**src/rtl/nte_pkg.sv**
```systemverilog
`default_nettype none

package nte_pkg;

  localparam int unsigned CODE_W        = 16;
  localparam int unsigned WORD_W        = 32;
  localparam int unsigned PROD_W        = 2 * WORD_W;
  localparam int unsigned NIB_W         = 4;
  localparam int unsigned NUM_NIB       = CODE_W / NIB_W;
  localparam int unsigned NIB_VALS      = 1 << NIB_W;
  localparam int unsigned EMAX_DEF      = 5;
  localparam int unsigned FRAC_BITS_DEF = 24;

  // working format for building the tables: unsigned Q8.56
  localparam int unsigned WORK_FRAC     = 56;
  localparam int unsigned SERIES_TERMS  = 10;
  localparam int unsigned HALVINGS      = 8;

  typedef logic [NUM_NIB-1:0][NIB_VALS-1:0][WORD_W-1:0] tab_t;

  // one factor per nibble position, with its valid bit
  typedef struct packed {
    logic                          vld;
    logic [NUM_NIB-1:0][WORD_W-1:0] fac;
  } fac_beat_t;

  // Q8.56 times Q8.56, rounded half up
  function automatic logic [63:0] wmul(logic [63:0] a, logic [63:0] b);
    logic [127:0] prod;
    prod = {64'd0, a} * {64'd0, b};
    prod = prod + (128'd1 << (WORK_FRAC - 1));
    return prod[WORK_FRAC +: 64];
  endfunction

  // exp(+-emax*n/65535) in Q8.56: short series on arg/256, then squared eight times
  function automatic logic [63:0] wexp(int unsigned emax, logic [31:0] n, logic neg);
    logic [63:0] a;
    logic [63:0] q1;
    logic [63:0] r1;
    logic [63:0] s;
    logic [63:0] term;
    logic [63:0] acc;
    a    = 64'(emax) * {32'd0, n};
    q1   = (a << 24) / 64'd65535;
    r1   = (a << 24) % 64'd65535;
    s    = (q1 << 24) + ((r1 << 24) / 64'd65535);
    term = 64'd1 << WORK_FRAC;
    acc  = 64'd1 << WORK_FRAC;
    for (int unsigned m = 1; m <= SERIES_TERMS; m++) begin
      term = wmul(term, s) / 64'(m);
      if (neg && m[0]) begin
        acc = acc - term;
      end else begin
        acc = acc + term;
      end
    end
    for (int unsigned h = 0; h < HALVINGS; h++) begin
      acc = wmul(acc, acc);
    end
    return acc;
  endfunction

  function automatic logic [WORD_W-1:0] to_out(logic [63:0] v, int unsigned frac_bits);
    logic [64:0] r;
    r = ({1'b0, v} + (65'd1 << (WORK_FRAC - frac_bits - 1))) >> (WORK_FRAC - frac_bits);
    return (r > 65'({WORD_W{1'b1}})) ? {WORD_W{1'b1}} : r[WORD_W-1:0];
  endfunction

  function automatic tab_t build_tab(int unsigned emax, int unsigned frac_bits, logic neg);
    tab_t t;
    t = '0;
    for (int unsigned j = 0; j < NUM_NIB; j++) begin
      for (int unsigned i = 0; i < NIB_VALS; i++) begin
        t[j][i] = to_out(wexp(emax, 32'(i) << (NIB_W * j), neg), frac_bits);
      end
    end
    return t;
  endfunction

  // product back to frac_bits fraction bits, half up, saturating
  function automatic logic [WORD_W-1:0] rnd(logic [PROD_W-1:0] p, int unsigned frac_bits);
    logic [PROD_W:0] r;
    r = ({1'b0, p} + ((PROD_W+1)'(1) << (frac_bits - 1))) >> frac_bits;
    return (r > (PROD_W+1)'({WORD_W{1'b1}})) ? {WORD_W{1'b1}} : r[WORD_W-1:0];
  endfunction

endpackage

`default_nettype wire

```
**src/rtl/nte_lut.sv**
```systemverilog
`default_nettype none

module nte_lut #(
  parameter int unsigned EMAX      = nte_pkg::EMAX_DEF,
  parameter int unsigned FRAC_BITS = nte_pkg::FRAC_BITS_DEF
) (
  input  wire logic                        clk_i,
  input  wire logic                        rst_ni,
  input  wire logic                        vld_i,
  input  wire logic [nte_pkg::CODE_W-1:0]  code_i,
  input  wire logic                        action_i,
  output nte_pkg::fac_beat_t               beat_o
);

  localparam nte_pkg::tab_t PosTab = nte_pkg::build_tab(EMAX, FRAC_BITS, 1'b0);
  localparam nte_pkg::tab_t NegTab = nte_pkg::build_tab(EMAX, FRAC_BITS, 1'b1);

  logic [nte_pkg::NUM_NIB-1:0][nte_pkg::WORD_W-1:0] fac_d, fac_q;
  logic                                             vld_q;

  always_comb begin
    for (int unsigned j = 0; j < nte_pkg::NUM_NIB; j++) begin
      fac_d[j] = action_i ? NegTab[j][code_i[nte_pkg::NIB_W*j +: nte_pkg::NIB_W]]
                          : PosTab[j][code_i[nte_pkg::NIB_W*j +: nte_pkg::NIB_W]];
    end
  end

  always_ff @(posedge clk_i or negedge rst_ni) begin
    if (!rst_ni) begin
      vld_q <= 1'b0;
    end else begin
      vld_q <= vld_i;
    end
  end

  always_ff @(posedge clk_i) begin
    fac_q <= fac_d;
  end

  assign beat_o.vld = vld_q;
  assign beat_o.fac = fac_q;

endmodule

`default_nettype wire

```
**config.mk**
```make
export PLATFORM = sky130hd
export DESIGN_NAME = nte_lut
export DESIGN_NICKNAME = d
export VERILOG_FILES = /design/src/rtl/nte_pkg.sv /design/src/rtl/nte_lut.sv
export SDC_FILE = /design/constraint.sdc
export NUM_CORES = 1
export LEC_CHECK = 0
export CAP_MARGIN = 20
export CORE_MARGIN = 2
export CORE_UTILIZATION = 50
export CTS_CLUSTER_DIAMETER = 30
export DETAILED_ROUTE_END_ITERATION = 6
export DONT_BUFFER_PORTS = 1
export PLACE_DENSITY = 0.71
export SLEW_MARGIN = 20
export SYNTH_ARGS = -nofsm -noshare
export SYNTH_HDL_FRONTEND = slang
export SYNTH_SLANG_ARGS = --single-unit
```
**constraint.sdc**
```tcl
create_clock -name clk_i -period 2 [get_ports clk_i]
set_input_delay 0.4 -clock clk_i [delete_from_list [all_inputs] [get_ports clk_i]]
set_output_delay 0.4 -clock clk_i [all_outputs]
set_load 0.01 [all_outputs]
```
==> results.env, run 1 <==
GRTUSAGEMET3_PCT=6.75
MAPPEDNETLISTAREA_UM2=5980
MAXCLOCKFREQUENCY_MHz=658
EDFF_COUNT_SYNTH=0
CTS_SINKS=91
POST_CTS_BUFFERS=0
FINALINSTANCEAREA_UM2=5950
GR-MAX-USAGE-LAYER='met2'
SYN-INSTANCE-COUNT=750
DRT_PRE_ANTENNA_ITERS=6
CTS-BUFFERS-INSERTED=9
POST_DRT_VIA_CELL_RATIO=6.10
ROUTABILITYCONGESTION=0.924
MAXCAPVIOLATIONS=0
NUM_IO_PINS=149
MAXIMUM_NUMBER_OF_PINS_ON_ONE_NET_BEFORE_GLOBAL_ROUTE_REPAIR=132
CTS_HOLD_BUF=1
PORTION_OF_THE_CLOCK_CYCLE_CONSUMED_BY_THE_WORST_PATH_IN_THE_FINAL_LAYOUT_PCT=76.0
CRIT_PATH_MAX_FANOUT=16
ROUTED-VIA-COUNT=5120
YOSYS_SYNTHESIS_WARNING_COUNT=0
YS_FF_LATCH=91
FINAL-MAX-SLEW-VIOLATION-COUNT=0
DIEHEIGHT_UM=113
MAXIMUM_RESISTIVE_DROP_ON_VDD_mV=0.334
GRT_USE_MET2_PCT=33.4
OUTCOME='completed'
DIE-WIDTH_UM=113
GRT_UTIL_ALL_LAYERS_PCT=22.3
CORE.ROWCOUNT=39
CORE-AREA_UM2=11600
GRT_FIRST_PASS_WIRELENGTH_UM=23400
SYNTH_AREA_PER_CELL_UM2=7.97
POST_DR_WIRELENGTH_CELL_UM=17.2
GRT_PASS1_VIAS=4526
FINAL_HOLD_VIOL_COUNT=0
NUM_ANTENNA_CELLS=0
FINALNETCOUNT=750
DRT_ITER0_DRC=691
YS_SEQ_AREA_SHARE_PCT=30.5
CTS_RESIZED=0
CTS_ROOT_BUF='sky130_fd_sc_hd__clkbuf_16'
CLKTRANSATPATHREGS_NS=0.06
BUFFER_PORTS.INSERTED=0
WORSTSETUPENDPOINTTYPE='flop'
SYNTH_LARGEST_TYPE_AREA_FRACTION_PCT=30.1
DRC_VIOLATIONS_LEFT=0
CP.REQUIRED_NS=2.21
HTREEDEPTH=3
GRT-OVFL-TOTAL=0
TOP_CELL_TYPE_BY_TOTAL_AREA_AFTER_SYNTHESIS='sky130_fd_sc_hd__dfxtp_1'
AREA_DELTA_SYNTH_FINAL_PCT=-0.586
FIN_SETUP_TNS_NS=0
DESIGN.DIE.AREA_UM2=12900
HOLD_START='code_i[0]'
LEAST_MARGIN_PIN_SLEW_NS=0.525
LEAKAGEPOWER_uW=0.00243
FINAL_LAYOUT_SIZE_SUFFIX_GT1_SHARE_PCT=5.88
STARTPOINT_TYPE='input pin'
DPL.HPWL_UM=9570
FINAL_ANTENNA_NET_COUNT=0
PREDOMINANT_POST_SYNTHESIS_FLOP_CELL='sky130_fd_sc_hd__dfxtp_1'
TIGHTEST_HOLD_CHECK_TYPE='input pin to flop'
CTS_TREE='done'
WORSTHOLDENDPOINT='beat_o[8]$_DFF_P_'
CTS-ROOT-TO-SINK-BUFFERS=2
WORSTSETUPPATHTYPE='input pin to flop'
PLACEMENT.CELL_AREA_UM2=5670
WHS_PATH_DEPTH=0
USE_MET1_PCT=30.3
TIMING.CRITICAL_PATH.ARRIVAL_NS=1.72
WL_UM=14500
ANTENNA_FOUND_INITIAL=0
START_UTIL_PCT=51.7
RELSLEWSLACK_PCT=64.9
YOSYS.CELL_TYPES.COUNT=61
FINAL_PERIOD_MINUS_WORST_SETUP_SLACK_NS=1.52
YS_ASYNC_SR_FRACTION_PCT=1.10
UNREPAIRED_SETUP_ENDPOINTS_AFTER_GLOBAL_ROUTING='false'
SYNTH_TOP_CELLS_BY_AREA='sky130_fd_sc_hd__dfxtp_1, sky130_fd_sc_hd__ha_1, sky130_fd_sc_hd__a21oi_1'
POWERDENSITY_nW_PER_UM2=757
REPORT.FINAL.SETUP_VIOL=0
-- routing by layer --
layer | vias to the layer above | part of all wire (%) | routed length (um)
li1 | 2447 | - | -
met1 | 2354 | 43 | 6170
met2 | 285 | 45 | 6510
met3 | 34 | 9.9 | 1440
met4 | 0 | 2.4 | 343
met5 | - | 0 | 0
-- worst max path at each step --
| stage | from | to | slack, ns | cells past startpoint |
|---|---|---|---|---|
| 4_1_cts | code_i[8] | beat_o[81]$_DFF_P_ | 0.50 | 5 |
| 2_1_floorplan | code_i[13] | beat_o[97]$_DFF_P_ | 0.06 | 6 |
| 3_5_place_dp | code_i[8] | beat_o[81]$_DFF_P_ | 0.16 | 5 |
| 3_3_place_gp | code_i[8] | beat_o[83]$_DFF_P_ | 0.20 | 5 |
| 5_1_grt | code_i[8] | beat_o[82]$_DFF_P_ | 0.33 | 5 |
| 6_report | code_i[8] | beat_o[70]$_DFF_P_ | 0.48 | 6 |
-- cells in the mapped netlist (all sizes together), types with 6 or more instances --
cell,n
a211oi,20
a21oi,84
a221oi,6
a31oi,6
buf,95
clkbuf,14
dfxtp,90
ha,38
inv,22
mux2i,15
mux4,7
nand2,66
nand2b,23
nand3,12
nor2,52
nor2b,28
nor3,18
o211ai,15
o21ai,59
o22ai,6
xnor2,7
-- power breakdown --
part	internal [uW]	switching, uW	total [uW]	leakage (uW)
clock	842	716	1560	0.000119
sequential	2010	180	2180	0.000768
combinational	334	423	758	0.00155
-- worst max-delay path, cell delays in order --
cell and delay (ns):
sky130_fd_sc_hd__inv_1 0.23, sky130_fd_sc_hd__ha_1 0.42, sky130_fd_sc_hd__nand2b_1 0.22, sky130_fd_sc_hd__and2_1 0.16
sky130_fd_sc_hd__o21ai_0 0.16, sky130_fd_sc_hd__o211ai_1 0.13
-- layout by cell type, fill, tap and decap left out, drive strengths merged, types with 18 or more instances in the layout --
cell type   n
o21ai      59
inv        22
nor2       52
conb       26
nor2b      28
ha         38
nand2      66
a211oi     20
a21oi      84
nand2b     23
nor3       18
dfxtp      90
-- state kept, by name, indices dropped and copies added (netlist names) --
register  cells
vld_q         1
beat_o       90
-- logic make-up after synthesis --
kind of cell             count (synthesis)  share of synthesized area (%)
AO/OA/AOI/OAI                          239                           24.5
other                                    1                         0.0627
buffers and inverters                  132                           12.9
XOR/XNOR                                 8                           1.17
adder cells (fa/ha/maj)                 38                           7.95
flip-flops                              91                           30.5
AND/OR/NAND/NOR                        217                           17.4
multiplexers                            24                           5.52
-- area by class of cell --
cell class | count | area, um2
clock buffer | 12 | 236
clock inverter | 4 | 27.5
fill | 1133 | 5620
inverter | 23 | 86.3
multi-input combinational | 552 | 3470
sequential | 91 | 1830
tap | 143 | 179
timing repair buffer | 15 | 115
-- through the flow --
stage	worst slack (ns)	total power [uW]	std cells	util, %	hold WS (ns)
2_1_floorplan	0.0618	2990	775	-	0.104
3_3_place_gp	0.199	2970	823	49.0	0.104
3_5_place_dp	0.164	2970	823	49.0	0.104
4_1_cts	0.501	4520	840	51.4	0.0716
5_1_grt	0.327	4720	840	51.4	0.0590
6_report	0.481	4500	840	51.4	0.0816
Note: power is estimated with default switching activity, not from simulation.
==> run 2, diff against run 1 <==
--- a/config.mk
+++ b/config.mk
@@ -11,7 +11,7 @@
 export CTS_CLUSTER_DIAMETER = 30
 export DETAILED_ROUTE_END_ITERATION = 6
 export DONT_BUFFER_PORTS = 1
-export PLACE_DENSITY = 0.71
+export PLACE_DENSITY = 0.74
 export SLEW_MARGIN = 20
 export SYNTH_ARGS = -nofsm -noshare
 export SYNTH_HDL_FRONTEND = slang
==> constraint.sdc (replaced) <==
create_clock -name clk_i -period 1.2 [get_ports clk_i]
set_input_delay 0.24 -clock clk_i [delete_from_list [all_inputs] [get_ports clk_i]]
set_output_delay 0.24 -clock clk_i [all_outputs]
set_load 0.01 [all_outputs]
==> results.env, run 2 (same netlist as run 1, synthesis figures left out) <==
TIGHTEST_HOLD_CHECK_TYPE='input pin to flop'
FINAL_CORE_UTILIZATION_PCT=59.2  # +7.8 points
POST_DRT_VIA_CELL_RATIO=5.85  # -4.0%
RELSLEWSLACK_PCT=61.0  # -4.0 points
CLKTRANSATPATHREGS_NS=0.06  # about the same
MAX_REG_FLOPS=90  # unchanged
FINAL_HOLD_VIOL_COUNT=0  # unchanged
FINAL_PERIOD_MINUS_WORST_SETUP_SLACK_NS=1.16
CTS-ROOT-TO-SINK-BUFFERS=2  # unchanged
MAXIMUM_RESISTIVE_DROP_ON_VDD_mV=0.676  # +100%
WL_UM=16000  # +10%
WORSTSETUPPATHTYPE='input pin to flop'
CELLS_TRAVERSED_ALONG_THE_WORST_TIMING_PATH='clkinvlp_4 > ha_4 > nor2_4 > a21oi_1 > mux4_2'
CORE-AREA_UM2=11600  # unchanged
DPL.HPWL_UM=10600  # +11%
CPPEAKSTAGEDELAY_NS=0.46  # +0.04 ns
DIE-WIDTH_UM=113  # unchanged
DRT_PRE_ANTENNA_ITERS=5  # -1
CRIT_PATH_MAX_FANOUT=18  # +2
DESIGN.DIE.AREA_UM2=12900  # unchanged
POWER.INTERNAL_uW=5640  # +77%
ROUTED-VIA-COUNT=5366  # +4.8%
MAXCLOCKFREQUENCY_MHz=862
MAXIMUM_NUMBER_OF_PINS_ON_ONE_NET_BEFORE_GLOBAL_ROUTE_REPAIR=132  # unchanged
POST_CTS_BUFFERS=0  # unchanged
CTS-BUFFERS-INSERTED=9  # unchanged
TIMING.CRITICAL_PATH.ARRIVAL_NS=1.38  # -0.34 ns
DIEHEIGHT_UM=113  # unchanged
ANTENNA_FOUND_INITIAL=0  # unchanged
LEAST_MARGIN_PIN_SLEW_NS=0.584  # +0.0585 ns
CP.REQUIRED_NS=1.42  # -0.79 ns
START_UTIL_PCT=51.7  # unchanged
MAXCAPVIOLATIONS=0  # unchanged
GRT-OVFL-TOTAL=0  # unchanged
MOSTFREQUENTLAYOUTCELL='sky130_fd_sc_hd__dfxtp_1'
FINAL_ANTENNA_NET_COUNT=0  # unchanged
NUM_IO_PINS=149  # unchanged
GRT_FIRST_PASS_WIRELENGTH_UM=24900  # +6.3%
BUFFER_PORTS.INSERTED=0  # unchanged
FINAL.FILL_COUNT=1029  # -9.2%
POWER_FRAC_CLOCK_PCT=34.2  # -0.4 points
CTS_SINKS=91  # unchanged
STARTPOINT_TYPE='input pin'
LEAKAGEPOWER_uW=0.00286  # +17%
POST_DR_WIRELENGTH_CELL_UM=17.4  # +1.2%
DRT_ITER0_DRC=432  # -37%
WORSTSETUPENDPOINTTYPE='flop'
ROUTABILITYCONGESTION=0.895  # -3.1%
TIMING.FINAL.WS_SETUP_NS=0.0399  # -0.441 ns
FINAL-MAX-SLEW-VIOLATION-COUNT=0  # unchanged
AREA_DELTA_SYNTH_FINAL_PCT=14.5
NUM_ANTENNA_CELLS=0  # unchanged
COMBPWRFRAC_PCT=20.3  # +3.5 points
HTREEDEPTH=3  # unchanged
CTS_TREE='done'
FINAL_LAYOUT_SIZE_SUFFIX_GT1_SHARE_PCT=18.7  # +13 points
POWER.SEQUENTIAL.FRACTION_PCT=45.5  # -3.0 points
OUTCOME='completed'
SLOWEST_STAGE='sky130_fd_sc_hd__mux4_2'
POWER_SWITCHING_SHARE_PCT=29.3  # -0.041 points
GRT_UTIL_ALL_LAYERS_PCT=24.2  # +1.8 points
SWITCHINGPOWER_uW=2330  # +77%
POWERDENSITY_nW_PER_UM2=1160  # +54%
CTS_ROOT_BUF='sky130_fd_sc_hd__clkbuf_16'
GRT_PASS1_VIAS=4884  # +7.9%
CORE.ROWCOUNT=39  # unchanged
REPORT.FINAL.SETUP_VIOL=0  # unchanged
MINIMUM_SETUP_SLACK_AFTER_PLACEMENT_NS=-0.286  # -0.450 ns
DRC_VIOLATIONS_LEFT=0  # unchanged
PORTION_OF_THE_CLOCK_CYCLE_CONSUMED_BY_THE_WORST_PATH_IN_THE_FINAL_LAYOUT_PCT=96.7
FINALNETCOUNT=827  # +10%
LAYOUT.CELLS.MOST_COMMON_LIST='sky130_fd_sc_hd__dfxtp_1, sky130_fd_sc_hd__a21oi_1, sky130_fd_sc_hd__buf_4, sky130_fd_sc_hd__nand2_1, sky130_fd_sc_hd__nor2_1'
[run 2: cell types whose count changed in the layout (fill, tap and decap cells not counted), moves of 5 or more]
cell	before	now
sky130_fd_sc_hd__inv_1	21	15
sky130_fd_sc_hd__o21ai_0	56	44
sky130_fd_sc_hd__ha_4	0	6
sky130_fd_sc_hd__o21ai_1	3	15
sky130_fd_sc_hd__a21oi_1	84	79
sky130_fd_sc_hd__a21oi_2	0	5
sky130_fd_sc_hd__dlygate4sd3_1	1	15
sky130_fd_sc_hd__ha_1	38	28
sky130_fd_sc_hd__buf_4	14	75
[run 2: worst max-delay path: cells and delay by family]
kind / cells / cell delay [ns]
AO/OA/AOI/OAI: 1 / 0.07
adder cells (fa/ha/maj): 1 / 0.28
buffers and inverters: 1 / 0.12
multiplexers: 1 / 0.46
AND/OR/NAND/NOR: 1 / 0.20
[run 2: power by group through the flow]
stage / registers [uW] / logic [uW] / clock network (uW)
2_1_floorplan: 3650 / 1480 / 0
3_3_place_gp: 3710 / 1500 / 0
3_5_place_dp: 3700 / 1530 / 0
4_1_cts: 3640 / 1580 / 2800
5_1_grt: 3660 / 1780 / 2930
6_report: 3630 / 1610 / 2730
[run 2: worst paths after layout]
| path | from | slack, ns | cells past startpoint | to |
|---|---|---|---|---|
| setup / recovery | code_i[12] | 0.04 | 5 | beat_o[113]$_DFF_P_ |
| hold / removal | code_i[6] | 0.009 | 2 | beat_o[47]$_DFF_P_ |
| min in group asynchronous | rst_ni | 0.10 | 1 | vld_q$_DFF_PN0_ |
| max in group asynchronous | rst_ni | 1.00 | 1 | vld_q$_DFF_PN0_ |
[run 2: per-stage QoR]
stage               area [um2]  total power [uW]  setup TNS (ns)  cells  hold WS, ns
floorplan                 6410              5130           -4.76    775      -0.0556
global placement          6400              5200           -5.57    886      -0.0556
CTS                       6820              8020               0    915      -0.0311
finish                    6850              7970               0    917      0.00877
global route              6850              8360        -0.00662    917      0.00425
detailed placement        6400              5240           -7.38    886      -0.0556
[run 2: per-layer routing]
layer / global-route usage [%] / share of wire, %
met5: 0 / 0
met4: 10.2 / 2.5
met1: 32.2 / 43
met3: 4.73 / 5.9
met2: 38.4 / 48
[run 2: timing repair]
action / 4_1_cts / 5_1_grt
endpoints found under the hold margin: 29 / 8
hold buffers: 13 / 2
setup endpoints to repair: 0 / 3
resized for setup: 0 / 4
[run 2: layout make-up]
cell class              instances  area, um2  share of cell area, %
inverters                      23        119                   1.74
clock buffers                  11        243                   3.55
flip-flops and latches         91       1830                   26.7
repair buffers                 92        753                   11.0
multi-input cells             552       3680                   53.8
clock inverters                 5       45.0                  0.658
well taps                     143        179                   2.61
